[src/sv/lcsl_pkg.sv]
`default_nettype none

package lcsl_pkg;

	localparam int WAYS_DEF = 8;
	localparam int TAG_BITS_DEF = 24;
	localparam int ACCESS_TAG_W = 24;
	localparam int WAYS_IN_USE_W = 4;
	localparam int WAYS_IN_USE_RST = 8;

	// Control shared by every cell of the recency stack
	typedef struct packed {
		logic step;   // an item is accepted this cycle
		logic flush;  // configuration write: invalidate the whole set
	} cell_ctrl_t;

endpackage

`default_nettype wire

[src/sv/lru_cache_set_lookup.sv]
`default_nettype none

// Channel   Handshake            Payload
// in        in_valid/in_ready    access_tag
// out       out_valid/out_ready  hit
// cfg       cfg_we               cfg_wdata (ways in use)
//
// One item per cycle unless stalled; the result appears in the cycle after acceptance.
// The set is a row of WAYS cells ordered by recency; on each item every cell
// from the top down to the hit position (or every active cell on a miss) takes its
// neighbour's entry, and the tag enters at the top. A single output register
// holds the result; in_ready drops only while it is full and out_ready is low.
// Reset and any configuration write invalidate every way.
module lru_cache_set_lookup #(
	parameter int WAYS     = lcsl_pkg::WAYS_DEF,
	parameter int TAG_BITS = lcsl_pkg::TAG_BITS_DEF
) (
	input  wire                                  clk,
	input  wire                                  arst_n,
	input  wire                                  cfg_we,
	input  wire  [lcsl_pkg::WAYS_IN_USE_W-1:0]   cfg_wdata,
	input  wire                                  in_valid,
	output logic                                 in_ready,
	input  wire  [lcsl_pkg::ACCESS_TAG_W-1:0]    access_tag,
	output logic                                 out_valid,
	input  wire                                  out_ready,
	output logic                                 hit
);

	localparam int AW = $clog2(WAYS + 1);
	localparam int RST_ACTIVE = (lcsl_pkg::WAYS_IN_USE_RST > WAYS) ? WAYS
		: lcsl_pkg::WAYS_IN_USE_RST;

	logic [AW-1:0]       active_q;
	logic [AW-1:0]       active_nxt;
	logic                out_valid_q;
	logic                hit_q;
	logic                accept;
	lcsl_pkg::cell_ctrl_t ctrl;

	logic [lcsl_pkg::ACCESS_TAG_W+TAG_BITS-1:0] tag_ext;
	logic [TAG_BITS-1:0]                        tag_in;

	logic [TAG_BITS-1:0] chain_tag   [WAYS+1];
	logic                chain_valid [WAYS+1];
	logic                chain_found [WAYS+1];

	assign tag_ext = {{TAG_BITS{1'b0}}, access_tag};
	assign tag_in  = tag_ext[TAG_BITS-1:0];

	assign in_ready  = ~out_valid_q | out_ready;
	assign accept    = in_valid & in_ready;
	assign out_valid = out_valid_q;
	assign hit       = hit_q;

	always_comb begin
		ctrl.step  = accept;
		ctrl.flush = cfg_we;
	end

	// top of the chain: new entry is the access tag, marked valid
	assign chain_tag[0]   = tag_in;
	assign chain_valid[0] = 1'b1;
	assign chain_found[0] = 1'b0;

	for (genvar i = 0; i < WAYS; i++) begin : g_cell
		logic cell_active;
		assign cell_active = (32'(i) < 32'(active_q));
		lcsl_cell #(
			.TAG_BITS(TAG_BITS)
		) u_cell (
			.clk       (clk),
			.arst_n    (arst_n),
			.ctrl      (ctrl),
			.active    (cell_active),
			.tag_in    (tag_in),
			.tag_prev  (chain_tag[i]),
			.valid_prev(chain_valid[i]),
			.found_prev(chain_found[i]),
			.tag_out   (chain_tag[i+1]),
			.valid_out (chain_valid[i+1]),
			.found_out (chain_found[i+1])
		);
	end

	// clamp the written value to 1..WAYS
	always_comb begin
		if (cfg_wdata == '0) begin
			active_nxt = AW'(1);
		end else if (32'(cfg_wdata) > 32'(WAYS)) begin
			active_nxt = AW'(WAYS);
		end else begin
			active_nxt = AW'(cfg_wdata);
		end
	end

	always_ff @(posedge clk or negedge arst_n) begin
		if (!arst_n) begin
			active_q <= AW'(RST_ACTIVE);
		end else if (cfg_we) begin
			active_q <= active_nxt;
		end
	end

	always_ff @(posedge clk or negedge arst_n) begin
		if (!arst_n) begin
			out_valid_q <= 1'b0;
		end else if (accept) begin
			out_valid_q <= 1'b1;
		end else if (out_ready) begin
			out_valid_q <= 1'b0;
		end
	end

	always_ff @(posedge clk) begin
		if (accept) begin
			hit_q <= chain_found[WAYS];
		end
	end

endmodule

`default_nettype wire

[src/sv/lcsl_cell.sv]
`default_nettype none

// One entry of the recency stack. Position 0 is the most recent.
module lcsl_cell #(
	parameter int TAG_BITS = lcsl_pkg::TAG_BITS_DEF
) (
	input  wire                      clk,
	input  wire                      arst_n,
	input  lcsl_pkg::cell_ctrl_t     ctrl,
	input  wire                      active,
	input  wire  [TAG_BITS-1:0]      tag_in,
	input  wire  [TAG_BITS-1:0]      tag_prev,
	input  wire                      valid_prev,
	input  wire                      found_prev,
	output logic [TAG_BITS-1:0]      tag_out,
	output logic                     valid_out,
	output logic                     found_out
);

	logic [TAG_BITS-1:0] tag_q;
	logic                valid_q;
	logic                match;
	logic                upd;

	assign match     = valid_q & active & (tag_q == tag_in);
	assign found_out = found_prev | match;
	// take the neighbour's entry unless the hit lies above this position
	assign upd       = ctrl.step & active & ~found_prev;
	assign tag_out   = tag_q;
	assign valid_out = valid_q;

	always_ff @(posedge clk or negedge arst_n) begin
		if (!arst_n) begin
			valid_q <= 1'b0;
		end else if (ctrl.flush) begin
			valid_q <= 1'b0;
		end else if (upd) begin
			valid_q <= valid_prev;
		end
	end

	always_ff @(posedge clk) begin
		if (upd) begin
			tag_q <= tag_prev;
		end
	end

endmodule

`default_nettype wire
[config.mk]
export PLATFORM = sky130hd
export DESIGN_NAME = lru_cache_set_lookup
export DESIGN_NICKNAME = d
export VERILOG_FILES = /design/src/sv/lcsl_pkg.sv /design/src/sv/lru_cache_set_lookup.sv /design/src/sv/lcsl_cell.sv
export SDC_FILE = /design/constraint.sdc
export NUM_CORES = 1
export LEC_CHECK = 0
export BUFFER_PORTS_ARGS = -buffer_cell sky130_fd_sc_hd__buf_2
export CORE_UTILIZATION = 60
export CTS_CLUSTER_SIZE = 28
export DETAILED_ROUTE_END_ITERATION = 10
export GPL_TIMING_DRIVEN = 0
export PLACE_DENSITY = 0.8
export SETUP_SLACK_MARGIN = 0.05
export SLEW_MARGIN = 0
export SYNTH_ARGS = -nofsm -noshare
export SYNTH_HDL_FRONTEND = slang
export SYNTH_SLANG_ARGS = --single-unit
[constraint.sdc]
create_clock -name clk -period 6.43 [get_ports clk]
set_input_delay 1.286 -clock clk [delete_from_list [all_inputs] [get_ports clk]]
set_output_delay 1.286 -clock clk [all_outputs]
set_load 0.02 [all_outputs]
==> insert_results.sql <==
INSERT INTO impl_metrics (metric_group, metric, value, unit) VALUES
('synthesis', 'syn_area', '8840', 'um2'),
('global_route', 'grt_start_max_net_pins', '26', ''),
('pwr', 'total_power', '0.00302', 'W'),
('detailed_routing', 'detail-route-antenna-nets', '0', ''),
('placed_design', 'gp_congestion', '0.910', ''),
('die', 'dieHeight', '123', 'um'),
('die', 'die_footprint', '15200', 'um2'),
('outcome', 'run_status', 'completed', ''),
('clock_network', 'cts-resized-gates', '0', ''),
('clock_network', 'ctsLongestPathBuffers', '3', ''),
('placed_design', 'post-place-cells', '770', ''),
('critical_path', 'end_kind', 'register', ''),
('synthesis', 'synthDominantAreaCellType', 'sky130_fd_sc_hd__edfxtp_1', ''),
('global_route', 'grt_util_all_layers', '22.3', '%'),
('detailed_routing', 'avg_wl_per_cell', '19.9', 'um'),
('pwr', 'irDropWorstVdd', '0.280', 'mV'),
('critical_path', 'critPathSlowestCell', 'sky130_fd_sc_hd__nor2_2', ''),
('finish', 'antennaDiodeCount', '0', ''),
('critical_path', 'cp.arrival', '3.46', 'ns'),
('clock_network', 'clock_latency_on_the_worst_skew_pair', '0.48', 'ns'),
('finish', 'area_delta_synth_final', '12.1', '%'),
('synthesis', 'synth_nets', '588', ''),
('sta', 'period_share', '52.4', '%'),
('critical_path', 'worst_path_dominant_cell_family', 'simple AND/OR/NAND/NOR gates', ''),
('clock_network', 'post-cts-setup-buffers', '0', ''),
('finish', 'finish.net_count', '646', ''),
('synthesis', 'synth_seq_area_share', '69.3', '%'),
('detailed_routing', 'drt_first_pass_iters', '4', ''),
('detailed_routing', 'initialDrtViolationCount', '269', ''),
('finish', 'layout.cells.most_common', 'sky130_fd_sc_hd__edfxtp_1', ''),
('die', 'boundaryPins', '36', ''),
('sta', 'final_critical_path_setup_slack', '3.06', 'ns'),
('sta', 'fin_hold_ws', '0.464', 'ns'),
('critical_path', 'required', '6.52', 'ns'),
('clock_network', 'clk_transition_reported_paths', '0.06', 'ns'),
('sta', 'maxSlewHeadroom', '21.8', '%'),
('synthesis', 'synth-edff-count', '193', ''),
('global_route', 'grt_pass1_vias', '4705', ''),
('sta', 'min_period', '3.37', 'ns'),
('synthesis', 'post_synth.cell_area_avg', '15.9', 'um2'),
('detailed_routing', 'via_per_inst', '5.63', ''),
('clock_network', 'clock_tree_from_tritoncts', 'yes', ''),
('hold_path', 'holdCritPathClass', 'register to register', ''),
('critical_path', 'worst-setup-path-type', 'input port to register', ''),
('critical_path', 'path_max_fanout', '25', ''),
('global_route', 'grt_first_pass_wirelength', '24200', 'um'),
('critical_path', 'worst_setup_path_start_kind', 'input port', ''),
('sta', 'max_clock_freq', '297', 'MHz'),
('clock_network', 'ctsHoldBuffers', '0', ''),
('pwr', 'power_density', '305', 'nW/um2'),
('die', 'core', '14100', 'um2'),
('synthesis', 'postSynth.asyncResetShare', '6.31', '%'),
('detailed_routing', 'route.vias.total', '4543', ''),
('synthesis', 'dominantRegCellSynth', 'sky130_fd_sc_hd__edfxtp_1', ''),
('detailed_routing', 'detail_route.wirelength', '16000', 'um'),
('sta', 'finalSetupTns', '0', 'ns'),
('synthesis', 'yosys_register_bits', '206', ''),
('die', 'floorplan.initialDensity', '62.5', '%'),
('clock_network', 'cts_num_sinks', '206', ''),
('sta', 'setup-violations-final', '0', ''),
('finish', 'layout-drive-gt1-share', '18.8', '%'),
('sta', 'setup_repair_after_global_routing_missed_its_margin', 'false', ''),
('clock_network', 'cts-buffers-inserted', '21', ''),
('synthesis', 'post_synth_main_area_contributors', 'sky130_fd_sc_hd__edfxtp_1 66%, sky130_fd_sc_hd__xnor2_1 12%, sky130_fd_sc_hd__xor2_1 6.7%', ''),
('synthesis', 'netlist_instances', '555', ''),
('die', 'die_x', '123', 'um'),
('critical_path', 'critPathBufInv', '2', ''),
('pwr', 'p_leak', '3.30', 'nW'),
('finish', 'layoutNonFillerInstCount', '807', ''),
('finish', 'mostFrequentLayoutCells', '193 x sky130_fd_sc_hd__edfxtp_1, 124 x sky130_fd_sc_hd__xnor2_1, 68 x sky130_fd_sc_hd__xor2_1', ''),
('synthesis', 'synth.yosys.warnings', '0', '');
[power by group]
group,total (W),switching [W],internal (W)
combinational,0.000251,0.000150,0.000101
clock,0.00117,0.000471,0.000699
sequential,0.00160,0.0000439,0.00156
[synthesized netlist by cell type (3+ instances only)]
cell and number:
sky130_fd_sc_hd__nor2_2 4, sky130_fd_sc_hd__nor3_1 5, sky130_fd_sc_hd__xnor2_1 124, sky130_fd_sc_hd__o21ai_0 5, sky130_fd_sc_hd__nand2_1 8, sky130_fd_sc_hd__inv_1 3
sky130_fd_sc_hd__edfxtp_1 193, sky130_fd_sc_hd__nand3_1 5, sky130_fd_sc_hd__xor2_1 68, sky130_fd_sc_hd__buf_6 4, sky130_fd_sc_hd__nand2b_1 5, sky130_fd_sc_hd__nor2_1 6
sky130_fd_sc_hd__nand4_1 35, sky130_fd_sc_hd__mux2i_1 7, sky130_fd_sc_hd__nor4_1 22, sky130_fd_sc_hd__dfrtp_1 12, sky130_fd_sc_hd__buf_2 21
[worst paths after layout]
check	startpoint	end	slack [ns]	cells after the start
min in group asynchronous	arst_n	g_cell[0].u_cell.valid_out$_DFFE_PN0P_	0.69	1
min	g_cell[1].u_cell.tag_out[6]$_DFFE_PP_	g_cell[2].u_cell.tag_out[6]$_DFFE_PP_	0.46	0
max in group asynchronous	arst_n	active_q[3]$_DFFE_PN1P_	5.46	1
max	access_tag[9]	g_cell[7].u_cell.tag_out[13]$_DFFE_PP_	3.06	8
min reg2reg	g_cell[1].u_cell.tag_out[6]$_DFFE_PP_	g_cell[2].u_cell.tag_out[6]$_DFFE_PP_	0.46	0
max reg2reg	active_q[2]$_DFFE_PN0P_	g_cell[7].u_cell.tag_out[13]$_DFFE_PP_	3.52	7
[final cells by class]
| type | instances | area, um2 | share of cell area (%) |
|---|---|---|---|
| multi-input cells | 319 | 2540 | 25.6 |
| inverters | 3 | 11.3 | 0.114 |
| clock inverters | 13 | 115 | 1.16 |
| clock buffers | 24 | 557 | 5.62 |
| plain buffers | 27 | 165 | 1.67 |
| well taps | 180 | 225 | 2.27 |
| repair buffers | 35 | 175 | 1.77 |
| flip-flops and latches | 206 | 6120 | 61.8 |
[kinds of logic (layout without fill, tap and decap cells)]
family / after synthesis / count (layout) / synth area share [%]
mux: 8 / 8 / 0.920
buf+inv: 30 / 102 / 2.00
xor+xnor: 192 / 192 / 19.0
flops: 206 / 206 / 69.3
simple gates: 107 / 107 / 7.66
compound gates: 12 / 12 / 1.12
[flip-flops by register name, summed over array words and instances, names as in the netlist]
signal / cells
g_cell.u_cell.tag_out: 192
g_cell.u_cell.valid_out: 8
active_q: 4
hit: 1
out_valid: 1
[per-stage QoR]
step / utilization [%] / instance area, um2
finish: 70.0 / 9910
global route: 70.0 / 9910
CTS: 70.0 / 9910
detailed placement: 65.3 / 9240
global placement: 65.3 / 9240
floorplan: - / 8840
[per-layer routing]
metal / vias up / track usage (%) / part of all wire, %
met2: 156 / 38.2 / 50
met1: 2195 / 27.8 / 40
met4: 0 / 12.7 / 5.4
met3: 50 / 2.63 / 5.0
li1: 2142 / - / -
met5: - / 0 / 0
Power figures use the tool's default switching activity.
